## src/hdl/rtp_nalu_packetizer_unit_assert.svh

```systemverilog
// assertion macros for the rtp nalu packetizer
// no dependencies; included by the top level
`ifndef RTP_NALU_PACKETIZER_UNIT_ASSERT_SVH
`define RTP_NALU_PACKETIZER_UNIT_ASSERT_SVH

// same-cycle implication, held off during reset
`define RNP_ASSERT_IMP(label, clk, rstn, ante, cons) \
  label: assert property (@(posedge clk) disable iff (!rstn) (ante) |-> (cons)) \
    else $error("rnp check failed");

// next-cycle implication, held off during reset
`define RNP_ASSERT_NXT(label, clk, rstn, ante, cons) \
  label: assert property (@(posedge clk) disable iff (!rstn) (ante) |=> (cons)) \
    else $error("rnp check failed");

`endif

```

## src/hdl/rnp_pkg.sv

```systemverilog
// shared types and constants of the rtp nalu packetizer
// no dependencies; used by every module of the block
package rnp_pkg;

  // codec modes as latched per unit
  localparam logic [1:0] MODE_H264  = 2'd0;
  localparam logic [1:0] MODE_H265  = 2'd1;
  localparam logic [1:0] MODE_AUDIO = 2'd2;

  // configuration register indexes
  localparam logic [1:0] REG_CODEC_MODE = 2'd0;
  localparam logic [1:0] REG_PTYPE      = 2'd1;
  localparam logic [1:0] REG_SOURCE_ID  = 2'd2;
  localparam logic [1:0] REG_MTU        = 2'd3;

  // register reset values
  localparam logic [1:0]  CODEC_MODE_RST = MODE_H264;
  localparam logic [6:0]  PTYPE_RST      = 7'd96;
  localparam logic [31:0] SOURCE_ID_RST  = 32'd0;
  localparam logic [14:0] MTU_RST        = 15'd1400;
  localparam logic [14:0] MIN_PAYLOAD    = 15'd16;

  // rtp header and fu constants
  localparam logic [7:0]  RTP_VERSION_BYTE = 8'h80;
  localparam logic [15:0] RTP_HDR_BYTES    = 16'd12;
  localparam logic [7:0]  FU_A_TYPE        = 8'd28;
  localparam logic [7:0]  FU_H265_TYPE_SH  = 8'h62;  // type 49 shifted left by one
  localparam logic [7:0]  FU_START_BIT     = 8'h80;
  localparam logic [7:0]  FU_END_BIT       = 8'h40;

  // byte position within an expanded command
  localparam int unsigned RNP_IDX_W   = 5;
  localparam logic [RNP_IDX_W-1:0] FRAME_HDR_LEN = 5'd14;

  // queue sizing
  localparam int unsigned RNP_QUEUE_DEPTH = 4;

  // one command from the front to the back part
  typedef struct packed {
    logic        has_head;
    logic        marker;
    logic [15:0] rtp_len;
    logic [15:0] seq;
    logic [31:0] ts;
    logic [1:0]  fu_cnt;
    logic [7:0]  fu0;
    logic [7:0]  fu1;
    logic [7:0]  fu2;
    logic [7:0]  data;
    logic        pkt_end;
  } rnp_cmd_t;

  // queue status seen by both sides
  typedef struct packed {
    logic full;
    logic empty;
  } rnp_qstat_t;

endpackage

```

## src/hdl/rnp_if.sv

```systemverilog
// valid/ready channel interfaces for the rtp nalu packetizer
// no dependencies
interface rnp_in_if;
  logic        valid;
  logic        ready;
  logic [7:0]  data_byte;
  logic        unit_first;
  logic [15:0] unit_length;
  logic [31:0] media_time;

  modport source (output valid, data_byte, unit_first, unit_length, media_time,
                  input ready);
  modport sink (input valid, data_byte, unit_first, unit_length, media_time,
                output ready);
endinterface

interface rnp_out_if;
  logic       valid;
  logic       ready;
  logic [7:0] out_byte;
  logic       packet_start;
  logic       packet_end;
  logic       run_last;

  modport source (output valid, out_byte, packet_start, packet_end, run_last,
                  input ready);
  modport sink (input valid, out_byte, packet_start, packet_end, run_last,
                output ready);
endinterface

```

## src/hdl/rnp_front.sv

```systemverilog
// front part: accepts input bytes, tracks unit/fragment state, issues commands
// depends on rnp_pkg and rnp_in_if
module rnp_front
  import rnp_pkg::*;
(
  input  logic           clk_i,
  input  logic           rst_ni,
  rnp_in_if.sink         in_i,
  input  logic [1:0]     codec_mode_i,
  input  logic [14:0]    mtu_i,
  input  rnp_qstat_t     qstat_i,
  output logic           push_o,
  output rnp_cmd_t       cmd_o
);

  logic [15:0] seq_q, seq_d;
  logic [15:0] held_hdr_q, held_hdr_d;
  logic [31:0] held_time_q, held_time_d;
  logic [15:0] unit_rem_q, unit_rem_d;
  logic [15:0] frag_rem_q, frag_rem_d;
  logic        fragmenting_q, fragmenting_d;
  logic        first_frag_q, first_frag_d;
  logic [1:0]  unit_mode_q, unit_mode_d;
  logic [15:0] frag_max_q, frag_max_d;
  logic        hdr_pend_q, hdr_pend_d;

  logic        accept;
  logic [1:0]  mode_in;
  logic [14:0] mp;
  logic [15:0] frag;
  logic        frag_last;
  logic [7:0]  h0;
  logic [7:0]  fu_bits;

  assign in_i.ready = !qstat_i.full;
  assign accept     = in_i.valid && !qstat_i.full;

  // mode and payload limit as latched on a first byte
  assign mode_in = (codec_mode_i >= MODE_AUDIO) ? MODE_AUDIO : codec_mode_i;
  assign mp      = (mtu_i < MIN_PAYLOAD) ? MIN_PAYLOAD : mtu_i;

  // size and flags of a fragment opened by this byte
  assign frag      = (unit_rem_q < frag_max_q) ? unit_rem_q : frag_max_q;
  assign frag_last = (frag == unit_rem_q);
  assign h0        = held_hdr_q[15:8];
  assign fu_bits   = (first_frag_q ? FU_START_BIT : 8'h00) | (frag_last ? FU_END_BIT : 8'h00);

  // unit state update and command build
  always_comb begin
    seq_d         = seq_q;
    held_hdr_d    = held_hdr_q;
    held_time_d   = held_time_q;
    unit_rem_d    = unit_rem_q;
    frag_rem_d    = frag_rem_q;
    fragmenting_d = fragmenting_q;
    first_frag_d  = first_frag_q;
    unit_mode_d   = unit_mode_q;
    frag_max_d    = frag_max_q;
    hdr_pend_d    = hdr_pend_q;
    push_o        = 1'b0;
    cmd_o         = '0;
    cmd_o.data    = in_i.data_byte;
    cmd_o.seq     = seq_q;
    cmd_o.ts      = held_time_q;

    if (accept) begin
      if (in_i.unit_first) begin
        frag_rem_d    = '0;
        fragmenting_d = 1'b0;
        hdr_pend_d    = 1'b0;
        first_frag_d  = 1'b1;
        if (in_i.unit_length == 16'd0 ||
            (mode_in == MODE_H265 && in_i.unit_length < 16'd2)) begin
          // short unit is dropped
          unit_rem_d = '0;
        end else begin
          unit_mode_d = mode_in;
          held_time_d = in_i.media_time;
          unit_rem_d  = in_i.unit_length - 16'd1;
          if (mode_in == MODE_AUDIO || in_i.unit_length <= {1'b0, mp}) begin
            // whole unit in one packet
            push_o         = 1'b1;
            cmd_o.has_head = 1'b1;
            cmd_o.marker   = 1'b1;
            cmd_o.rtp_len  = RTP_HDR_BYTES + in_i.unit_length;
            cmd_o.ts       = in_i.media_time;
            cmd_o.pkt_end  = (in_i.unit_length == 16'd1);
            seq_d          = seq_q + 16'd1;
          end else begin
            fragmenting_d = 1'b1;
            held_hdr_d    = {in_i.data_byte, 8'h00};
            hdr_pend_d    = (mode_in == MODE_H265);
            frag_max_d    = {1'b0, mp} - ((mode_in == MODE_H265) ? 16'd3 : 16'd2);
          end
        end
      end else if (unit_rem_q != 16'd0) begin
        unit_rem_d = unit_rem_q - 16'd1;
        if (!fragmenting_q) begin
          // payload byte of a whole packet
          push_o        = 1'b1;
          cmd_o.pkt_end = (unit_rem_q == 16'd1);
        end else if (hdr_pend_q) begin
          // second header byte of an h265 unit
          held_hdr_d = {held_hdr_q[15:8], in_i.data_byte};
          hdr_pend_d = 1'b0;
        end else if (frag_rem_q == 16'd0) begin
          // first byte of a new fragment opens a packet
          push_o         = 1'b1;
          cmd_o.has_head = 1'b1;
          cmd_o.marker   = frag_last;
          if (unit_mode_q == MODE_H265) begin
            cmd_o.rtp_len = RTP_HDR_BYTES + 16'd3 + frag;
            cmd_o.fu_cnt  = 2'd3;
            cmd_o.fu0     = (h0 & 8'h81) | FU_H265_TYPE_SH;
            cmd_o.fu1     = held_hdr_q[7:0];
            cmd_o.fu2     = fu_bits | ((h0 >> 1) & 8'h3F);
          end else begin
            cmd_o.rtp_len = RTP_HDR_BYTES + 16'd2 + frag;
            cmd_o.fu_cnt  = 2'd2;
            cmd_o.fu0     = (h0 & 8'hE0) | FU_A_TYPE;
            cmd_o.fu1     = fu_bits | (h0 & 8'h1F);
          end
          cmd_o.pkt_end = (frag == 16'd1);
          first_frag_d  = 1'b0;
          frag_rem_d    = frag - 16'd1;
          seq_d         = seq_q + 16'd1;
        end else begin
          // continuing fragment payload
          push_o        = 1'b1;
          frag_rem_d    = frag_rem_q - 16'd1;
          cmd_o.pkt_end = (frag_rem_q == 16'd1);
        end
      end
    end
  end

  // state registers
  always_ff @(posedge clk_i or negedge rst_ni) begin
    if (!rst_ni) begin
      seq_q         <= '0;
      held_hdr_q    <= '0;
      held_time_q   <= '0;
      unit_rem_q    <= '0;
      frag_rem_q    <= '0;
      fragmenting_q <= 1'b0;
      first_frag_q  <= 1'b1;
      unit_mode_q   <= MODE_H264;
      frag_max_q    <= '0;
      hdr_pend_q    <= 1'b0;
    end else begin
      seq_q         <= seq_d;
      held_hdr_q    <= held_hdr_d;
      held_time_q   <= held_time_d;
      unit_rem_q    <= unit_rem_d;
      frag_rem_q    <= frag_rem_d;
      fragmenting_q <= fragmenting_d;
      first_frag_q  <= first_frag_d;
      unit_mode_q   <= unit_mode_d;
      frag_max_q    <= frag_max_d;
      hdr_pend_q    <= hdr_pend_d;
    end
  end

endmodule

```

## src/hdl/rnp_queue.sv

```systemverilog
// command queue between the front and back parts
// depends on rnp_pkg
module rnp_queue
  import rnp_pkg::*;
#(
  parameter int unsigned DEPTH = RNP_QUEUE_DEPTH
) (
  input  logic       clk_i,
  input  logic       rst_ni,
  input  logic       push_i,
  input  rnp_cmd_t   cmd_i,
  input  logic       pop_i,
  output rnp_cmd_t   head_o,
  output rnp_qstat_t qstat_o
);

  localparam int unsigned PW = (DEPTH > 1) ? $clog2(DEPTH) : 1;
  localparam int unsigned CW = $clog2(DEPTH + 1);

  rnp_cmd_t        slots_q [DEPTH];
  logic [PW-1:0]   wr_ptr_q, rd_ptr_q;
  logic [CW-1:0]   count_q;
  logic            do_push, do_pop;

  assign qstat_o.full  = (count_q == CW'(DEPTH));
  assign qstat_o.empty = (count_q == '0);
  assign do_push       = push_i && !qstat_o.full;
  assign do_pop        = pop_i && !qstat_o.empty;
  assign head_o        = slots_q[rd_ptr_q];

  // slot storage
  always_ff @(posedge clk_i) begin
    if (do_push) begin
      slots_q[wr_ptr_q] <= cmd_i;
    end
  end

  // pointers and fill count
  always_ff @(posedge clk_i or negedge rst_ni) begin
    if (!rst_ni) begin
      wr_ptr_q <= '0;
      rd_ptr_q <= '0;
      count_q  <= '0;
    end else begin
      if (do_push) begin
        wr_ptr_q <= (wr_ptr_q == PW'(DEPTH - 1)) ? '0 : wr_ptr_q + 1'b1;
      end
      if (do_pop) begin
        rd_ptr_q <= (rd_ptr_q == PW'(DEPTH - 1)) ? '0 : rd_ptr_q + 1'b1;
      end
      if (do_push && !do_pop) begin
        count_q <= count_q + 1'b1;
      end else if (do_pop && !do_push) begin
        count_q <= count_q - 1'b1;
      end
    end
  end

endmodule

```

## src/hdl/rnp_back.sv

```systemverilog
// back part: expands commands into framed bytes through an output register
// depends on rnp_pkg and rnp_out_if
module rnp_back
  import rnp_pkg::*;
(
  input  logic        clk_i,
  input  logic        rst_ni,
  input  rnp_cmd_t    head_i,
  input  rnp_qstat_t  qstat_i,
  input  logic [6:0]  ptype_i,
  input  logic [31:0] source_id_i,
  output logic        pop_o,
  rnp_out_if.source   out_o
);

  logic [RNP_IDX_W-1:0] idx_q, idx_d;
  logic [RNP_IDX_W-1:0] last_idx;
  logic                 out_valid_q;
  logic [7:0]           byte_q;
  logic                 start_q, end_q, run_last_q;
  logic                 load;
  logic                 at_last;
  logic [7:0]           byte_sel;

  assign last_idx = head_i.has_head ? FRAME_HDR_LEN + RNP_IDX_W'(head_i.fu_cnt) : '0;
  assign at_last  = (idx_q == last_idx);
  assign load     = !qstat_i.empty && (!out_valid_q || out_o.ready);
  assign pop_o    = load && at_last;
  assign idx_d    = load ? (at_last ? '0 : idx_q + 1'b1) : idx_q;

  // byte at the current position of the command
  always_comb begin
    if (at_last) begin
      byte_sel = head_i.data;
    end else begin
      case (idx_q)
        5'd0:    byte_sel = head_i.rtp_len[15:8];
        5'd1:    byte_sel = head_i.rtp_len[7:0];
        5'd2:    byte_sel = RTP_VERSION_BYTE;
        5'd3:    byte_sel = {head_i.marker, ptype_i};
        5'd4:    byte_sel = head_i.seq[15:8];
        5'd5:    byte_sel = head_i.seq[7:0];
        5'd6:    byte_sel = head_i.ts[31:24];
        5'd7:    byte_sel = head_i.ts[23:16];
        5'd8:    byte_sel = head_i.ts[15:8];
        5'd9:    byte_sel = head_i.ts[7:0];
        5'd10:   byte_sel = source_id_i[31:24];
        5'd11:   byte_sel = source_id_i[23:16];
        5'd12:   byte_sel = source_id_i[15:8];
        5'd13:   byte_sel = source_id_i[7:0];
        5'd14:   byte_sel = head_i.fu0;
        5'd15:   byte_sel = head_i.fu1;
        5'd16:   byte_sel = head_i.fu2;
        default: byte_sel = head_i.data;
      endcase
    end
  end

  // position counter and output valid
  always_ff @(posedge clk_i or negedge rst_ni) begin
    if (!rst_ni) begin
      idx_q       <= '0;
      out_valid_q <= 1'b0;
    end else begin
      idx_q <= idx_d;
      if (load) begin
        out_valid_q <= 1'b1;
      end else if (out_o.ready) begin
        out_valid_q <= 1'b0;
      end
    end
  end

  // output payload register
  always_ff @(posedge clk_i) begin
    if (load) begin
      byte_q     <= byte_sel;
      start_q    <= head_i.has_head && (idx_q == '0);
      end_q      <= at_last && head_i.pkt_end;
      run_last_q <= at_last;
    end
  end

  assign out_o.valid        = out_valid_q;
  assign out_o.out_byte     = byte_q;
  assign out_o.packet_start = start_q;
  assign out_o.packet_end   = end_q;
  assign out_o.run_last     = run_last_q;

endmodule

```

## src/hdl/rtp_nalu_packetizer_unit.sv

```systemverilog
// top level of the rtp nalu packetizer: config registers, front, queue, back
// depends on rnp_pkg, rnp_if, rnp_front, rnp_queue, rnp_back and the assert header
//
// Input channel in_i takes one unit byte per transfer; unit_first marks the first
// byte, which also carries unit_length and media_time. Output channel out_o gives
// the rtp-over-tcp byte stream, one byte per transfer, with packet_start on the
// first length byte, packet_end on the last payload byte and run_last on the last
// byte caused by an input transfer. Registers are written over the apb port at
// byte addresses 0, 4, 8 and 12 (codec mode, payload type, source id, size limit).
// The first output byte of a transfer passes through the command queue and the
// output register before it is valid; a busy queue or a stalled receiver delays it.
// Throughput: while the receiver stays ready, payload bytes go out one per cycle;
// a byte that opens a packet expands to 15 bytes (whole unit), 17 (h264 fragment)
// or 18 (h265 fragment), emitted by the back part one per cycle. A command queue
// of QUEUE_DEPTH entries lets input continue while a header burst drains; input
// stalls when it fills. Reset clears all unit state, the sequence number and the
// queue and loads the register defaults. A stalled receiver holds the output
// byte and backs up the queue, and then the input.
`include "rtp_nalu_packetizer_unit_assert.svh"

module rtp_nalu_packetizer_unit
  import rnp_pkg::*;
#(
  parameter int unsigned QUEUE_DEPTH = RNP_QUEUE_DEPTH
) (
  input  logic        clk_i,
  input  logic        rst_ni,
  rnp_in_if.sink      in_i,
  rnp_out_if.source   out_o,
  input  logic        psel,
  input  logic        penable,
  input  logic        pwrite,
  input  logic [3:0]  paddr,
  input  logic [31:0] pwdata,
  output logic [31:0] prdata,
  output logic        pready
);

  logic [1:0]  codec_mode_q;
  logic [6:0]  ptype_q;
  logic [31:0] source_id_q;
  logic [14:0] mtu_q;
  logic        cfg_wr;

  logic        push;
  logic        pop;
  rnp_cmd_t    cmd;
  rnp_cmd_t    head;
  rnp_qstat_t  qstat;

  assign pready = 1'b1;
  assign cfg_wr = psel && penable && pwrite;

  // configuration registers
  always_ff @(posedge clk_i or negedge rst_ni) begin
    if (!rst_ni) begin
      codec_mode_q <= CODEC_MODE_RST;
      ptype_q      <= PTYPE_RST;
      source_id_q  <= SOURCE_ID_RST;
      mtu_q        <= MTU_RST;
    end else if (cfg_wr) begin
      unique case (paddr[3:2])
        REG_CODEC_MODE: codec_mode_q <= pwdata[1:0];
        REG_PTYPE:      ptype_q      <= pwdata[6:0];
        REG_SOURCE_ID:  source_id_q  <= pwdata;
        REG_MTU:        mtu_q        <= pwdata[14:0];
        default:        ;
      endcase
    end
  end

  // register read back
  always_comb begin
    unique case (paddr[3:2])
      REG_CODEC_MODE: prdata = {30'd0, codec_mode_q};
      REG_PTYPE:      prdata = {25'd0, ptype_q};
      REG_SOURCE_ID:  prdata = source_id_q;
      REG_MTU:        prdata = {17'd0, mtu_q};
      default:        prdata = '0;
    endcase
  end

  rnp_front u_front (
    .clk_i        (clk_i),
    .rst_ni       (rst_ni),
    .in_i         (in_i),
    .codec_mode_i (codec_mode_q),
    .mtu_i        (mtu_q),
    .qstat_i      (qstat),
    .push_o       (push),
    .cmd_o        (cmd)
  );

  rnp_queue #(
    .DEPTH (QUEUE_DEPTH)
  ) u_queue (
    .clk_i   (clk_i),
    .rst_ni  (rst_ni),
    .push_i  (push),
    .cmd_i   (cmd),
    .pop_i   (pop),
    .head_o  (head),
    .qstat_o (qstat)
  );

  rnp_back u_back (
    .clk_i       (clk_i),
    .rst_ni      (rst_ni),
    .head_i      (head),
    .qstat_i     (qstat),
    .ptype_i     (ptype_q),
    .source_id_i (source_id_q),
    .pop_o       (pop),
    .out_o       (out_o)
  );

  // checks on the block's own logic
  `RNP_ASSERT_IMP(a_no_push_full, clk_i, rst_ni, push, !qstat.full)
  `RNP_ASSERT_IMP(a_end_is_last, clk_i, rst_ni, out_o.valid && out_o.packet_end,
                  out_o.run_last)
  `RNP_ASSERT_IMP(a_start_not_last, clk_i, rst_ni, out_o.valid && out_o.packet_start,
                  !out_o.run_last)
  `RNP_ASSERT_NXT(a_drain_idle, clk_i, rst_ni,
                  out_o.valid && out_o.ready && qstat.empty, !out_o.valid)

endmodule

```

## src/flat_wrapper.sv

```systemverilog
// flat-port wrapper written by rule: the top's interface ports become plain ports
module rtp_nalu_packetizer_unit_flat import rnp_pkg::*;
#(
  parameter int unsigned QUEUE_DEPTH = RNP_QUEUE_DEPTH
)
  (clk_i, rst_ni, psel, penable, pwrite, paddr, pwdata, prdata, pready, in_i_valid, in_i_data_byte, in_i_unit_first, in_i_unit_length, in_i_media_time, in_i_ready, out_o_valid, out_o_out_byte, out_o_packet_start, out_o_packet_end, out_o_run_last, out_o_ready);
  rnp_in_if in_i_i ();
  rnp_out_if out_o_i ();
  input  logic clk_i;
  input  logic rst_ni;
  input  logic psel;
  input  logic penable;
  input  logic pwrite;
  input  logic [3:0] paddr;
  input  logic [31:0] pwdata;
  output logic [31:0] prdata;
  output logic pready;
  input wire logic [$bits(in_i_i.valid)-1:0] in_i_valid;
  input wire logic [$bits(in_i_i.data_byte)-1:0] in_i_data_byte;
  input wire logic [$bits(in_i_i.unit_first)-1:0] in_i_unit_first;
  input wire logic [$bits(in_i_i.unit_length)-1:0] in_i_unit_length;
  input wire logic [$bits(in_i_i.media_time)-1:0] in_i_media_time;
  output wire logic [$bits(in_i_i.ready)-1:0] in_i_ready;
  output wire logic [$bits(out_o_i.valid)-1:0] out_o_valid;
  output wire logic [$bits(out_o_i.out_byte)-1:0] out_o_out_byte;
  output wire logic [$bits(out_o_i.packet_start)-1:0] out_o_packet_start;
  output wire logic [$bits(out_o_i.packet_end)-1:0] out_o_packet_end;
  output wire logic [$bits(out_o_i.run_last)-1:0] out_o_run_last;
  input wire logic [$bits(out_o_i.ready)-1:0] out_o_ready;
  assign in_i_i.valid = in_i_valid;
  assign in_i_i.data_byte = in_i_data_byte;
  assign in_i_i.unit_first = in_i_unit_first;
  assign in_i_i.unit_length = in_i_unit_length;
  assign in_i_i.media_time = in_i_media_time;
  assign in_i_ready = in_i_i.ready;
  assign out_o_valid = out_o_i.valid;
  assign out_o_out_byte = out_o_i.out_byte;
  assign out_o_packet_start = out_o_i.packet_start;
  assign out_o_packet_end = out_o_i.packet_end;
  assign out_o_run_last = out_o_i.run_last;
  assign out_o_i.ready = out_o_ready;
  rtp_nalu_packetizer_unit #(.QUEUE_DEPTH(QUEUE_DEPTH)) u_core (.clk_i(clk_i), .rst_ni(rst_ni), .in_i(in_i_i), .out_o(out_o_i), .psel(psel), .penable(penable), .pwrite(pwrite), .paddr(paddr), .pwdata(pwdata), .prdata(prdata), .pready(pready));
endmodule
```

## config.mk

```make
export PLATFORM = sky130hd
export DESIGN_NAME = rtp_nalu_packetizer_unit_flat
export DESIGN_NICKNAME = d
export VERILOG_FILES = /design/src/hdl/rnp_pkg.sv /design/src/hdl/rnp_if.sv /design/src/hdl/rnp_front.sv /design/src/hdl/rnp_queue.sv /design/src/hdl/rnp_back.sv /design/src/hdl/rtp_nalu_packetizer_unit.sv /design/src/flat_wrapper.sv
export VERILOG_INCLUDE_DIRS = /design/src /design/src/hdl
export SDC_FILE = /design/constraint.sdc
export NUM_CORES = 1
export LEC_CHECK = 0
export BUFFER_PORTS_ARGS = -buffer_cell sky130_fd_sc_hd__buf_2
export CAP_MARGIN = 10
export CORE_MARGIN = 2
export CORE_UTILIZATION = 60
export CTS_CLUSTER_SIZE = 25
export DETAILED_ROUTE_END_ITERATION = 10
export PLACE_DENSITY = 0.78
export SLEW_MARGIN = 20
export SYNTH_ARGS = -nofsm -noshare
export SYNTH_HDL_FRONTEND = slang
export SYNTH_HIERARCHICAL = 1
export SYNTH_SLANG_ARGS = --single-unit
```

## constraint.sdc

```tcl
create_clock -name clk_i -period 14.8 [get_ports clk_i]
set_clock_uncertainty 0.2 [all_clocks]
set_input_delay 1.48 -clock clk_i [delete_from_list [all_inputs] [get_ports clk_i]]
set_output_delay 1.48 -clock clk_i [all_outputs]
set_load 0.01 [all_outputs]
```

==> metrics.csv <==
metric,value,unit
fin crit share,41.60,%
DP Wirelength,53.42,mm
post-CTS setup buffers,0,
Ports,146,
largest net degree at the start of global routing,78,
Post-CTS Hold Buffers,0,
chip width,223.7,um
# Max-Cap Violations,0,
vias in the first global route,18880,
PnR worst setup slack,8.643,ns
met2 usage,54.16,%
Yosys top cell by area,edfxtp_1,
grt met1 use,41.72,%
cts repair resizes,0,
top post-synthesis cells by area,"edfxtp_1, dfrtp_1, mux4_2",
remaining antenna violation count,0,
worst-case clock buffer depth,3,
initial antenna violation count,1,
nets@finish,2429,
H-Tree Depth,2,
r2r setup slk,8.75,ns
HP Class,reg -> reg,
Synth-to-Final Area Change,10.31,%
crit-path cells,buf_2 -> ha_1 -> and3_1 -> a221o_1 -> a2111oi_2 -> nand3_1 -> nand2_1 -> a21oi_1 -> a211oi_1 -> nor2b_1 -> and2_4 -> buf_4,
"worst slack, placed",8.077,ns
TNS Setup,0,ns
TritonCTS clock tree,built,
RSZ-0062 raised after global routing,false,
via count,19350,
clock tree sinks,601,
TritonRoute pass-1 iters,6,
CP max FO,51,
"Reg clk slew, reported paths",0.07,ns
Peak VDD IR,0.0001224,V
Netlist cell types,98,
sequential element share of the synthesized area,59.13,%
endpoint type of the worst setup path,register,
yosys warns,6,
Inst Count DP,2825,
Core Region,0.04775,mm2
Worst setup endpoint,u_core/u_queue/slots_q[2][34]$_DFFE_PP_,
CP top delay family,simple AND/OR/NAND/NOR gates,
"count leader, synth",edfxtp_1,
routed wire length,79.29,mm
Layout Cells excl Fill,2939,
Worst-Skew Late Latency,0.64,ns
Port Buffer Count,142,
CP Launch Point,in_i_unit_length[9],
CTS Buf Count,59,
Final Critical Period,6.157,ns
pwr/cell area,203.8,mW/mm2
"top cells by count, synth","edfxtp_1, nand2_1, dfrtp_1, mux4_2, nor2_1",
"Hold Violations, Final",0,
first-pass GRT wire length,118.8,mm
CP Launch Type,input port,
Max Slew Vio Count,0,
proportion of layout cells with a drive suffix above 1,22.30,%
Hold WS,0.2793,ns
Fmax achieved,162.4,MHz
Bufs and invs on worst path,2,
Rel. slew slack,31.35,%
Levels on crit path,12,
RR Endpoint,u_core/u_queue/slots_q[2][34]$_DFFE_PP_,
gpl congestion,0.9474,
Slew @ Worst Pin,1.023,ns
"flops & latches, synth",601,
CTS root buffer,clkbuf_16,
Mapped Cells,2175,
area share of the largest cell type after synthesis,43.02,%
Mapped Avg Cell Area,13.32,um2
vias per cell,6.582,
syn_nets,2332,
Most used DFF post-synth,edfxtp_1,
worst reg2reg path startpoint,u_core/mtu_q[7]$_DFFE_PN0P_,
"FFs w/ async S/R, synth",30.95,%
Tot GR Track Use,31.85,%
grt total ovfl,0,
critical path arrival,6.21,ns
Die ar.,0.05005,mm2
DRC,0,
grt met3 use,4.892,%
Crit Path Category,in -> reg,
drt wl/cell,26.98,um
Fillers,3229,
Post-synth EDFFs,415,
R2R cell count,15,
Iter 0 DRT Violations,2161,
initial core utilization,60.67,%
row cnt,80,
outcome,finished clean,
final number of setup-violating endpoints,0,
Leak,0.01211,uW
Crit-path slowest cell,and2_4,
crit-path max cell delay,0.77,ns
gr busiest metal,met2,
post-synthesis cell area,0.02897,mm2
Worst Path Required,14.86,ns
Die H,223.7,um
==> layout make-up <==
cell class                      count  area, um2  area share [%]
Tap cell                          615      769.5           2.408
Antenna cell                        1      2.502        0.007831
Clock inverter                     36      390.4           1.222
Clock buffer                       76       1653           5.173
Inverter                           63      236.5          0.7401
Sequential cell                   601      17140           53.63
Multi-Input combinational cell   1378      10820           33.86
Timing Repair Buffer              169      945.9           2.960
==> worst min path at each step <==
stage	depth (start not counted)	slack [ns]	endpoint	startpoint
3_5_place_dp	2	0.26	u_core/u_front/held_time_q[1]$_DFFE_PN0P_	u_core/u_front/held_time_q[1]$_DFFE_PN0P_
4_1_cts	2	0.28	u_core/u_front/held_time_q[1]$_DFFE_PN0P_	u_core/u_front/held_time_q[1]$_DFFE_PN0P_
6_report	2	0.28	u_core/u_front/held_time_q[1]$_DFFE_PN0P_	u_core/u_front/held_time_q[1]$_DFFE_PN0P_
2_1_floorplan	2	0.25	u_core/u_front/held_time_q[0]$_DFFE_PN0P_	u_core/u_front/held_time_q[0]$_DFFE_PN0P_
3_3_place_gp	2	0.26	u_core/u_front/held_time_q[16]$_DFFE_PN0P_	u_core/u_front/held_time_q[16]$_DFFE_PN0P_
5_1_grt	1	0.31	u_core/u_front/frag_rem_q[5]$_DFFE_PN0P_	u_core/u_front/frag_rem_q[5]$_DFFE_PN0P_
==> where the power goes <==
| part | internal, uW | switching, uW |
|---|---|---|
| registers | 2310 | 358 |
| clock network | 887 | 665 |
| logic | 857 | 1440 |
==> flip-flops by register name, indices dropped and copies added, names as in the netlist, 8 cells and up <==
| name | cells |
|---|---|
| u_core/mtu_q | 15 |
| u_core/source_id_q | 32 |
| u_core/u_back/out_o.out_byte | 8 |
| u_core/u_front/frag_max_q | 16 |
| u_core/u_front/frag_rem_q | 16 |
| u_core/u_front/held_hdr_q | 16 |
| u_core/u_front/held_time_q | 32 |
| u_core/u_front/seq_q | 16 |
| u_core/u_front/unit_rem_q | 16 |
| u_core/u_queue/slots_q | 404 |
==> cells by family (layout without fill, tap and decap cells) <==
family / Yosys count / in the layout / share of synthesized area, %
other cells: 1 / 2 / 0.01295
compound gates: 323 / 323 / 7.395
mux: 230 / 230 / 13.04
flops: 601 / 601 / 59.13
fa+ha+maj: 57 / 57 / 2.488
simple gates: 665 / 665 / 11.17
xor+xnor: 102 / 102 / 3.084
buf+inv: 196 / 344 / 3.676
==> placed cells by master, fill, tap and decap left out, types with 12 or more instances in the layout <==
cell type | Yosys | final
a21o_1 | 12 | 12
a21oi_1 | 83 | 83
a22o_1 | 19 | 19
and2_1 | 35 | 30
and3_1 | 17 | 17
buf_2 | 31 | 141
buf_4 | 21 | 25
clkbuf_16 | 0 | 61
clkinv_2 | 0 | 18
dfrtp_1 | 177 | 174
edfxtp_1 | 415 | 415
ha_1 | 56 | 56
inv_1 | 61 | 61
mux2_2 | 88 | 88
mux2i_1 | 31 | 31
mux4_2 | 108 | 108
nand2_1 | 283 | 283
nand3_1 | 43 | 43
nand4_1 | 29 | 29
nor2_1 | 99 | 97
nor2b_1 | 23 | 22
nor3_1 | 52 | 52
nor4_1 | 21 | 21
o21ai_0 | 66 | 66
o22ai_1 | 24 | 24
xnor2_1 | 75 | 75
xor2_1 | 27 | 27
==> routing by layer <==
metal | vias up | part of all wire, %
met4 | 0 | 4.3
met5 | - | 0
met1 | 9743 | 38
li1 | 8359 | -
met3 | 211 | 7.7
met2 | 1032 | 50
==> through the flow <==
| stage | power, uW | utilization (%) | instance area, um2 |
|---|---|---|---|
| after global placement | 4839 | 62.57 | 29870 |
| after floorplan | 4176 | - | 28970 |
| after detailed placement | 4913 | 62.57 | 29870 |
| after CTS | 6483 | 66.84 | 31920 |
| final | 6511 | 66.92 | 31950 |
| after global routing | 6783 | 66.92 | 31950 |
==> tightest hold or removal path: cells and delay by family (launching register included) <==
kind	cells	cell delay (ns)
flip-flops	1	0.34
AND/OR/NAND/NOR	2	0.11
(Power assumes the default switching activity.)
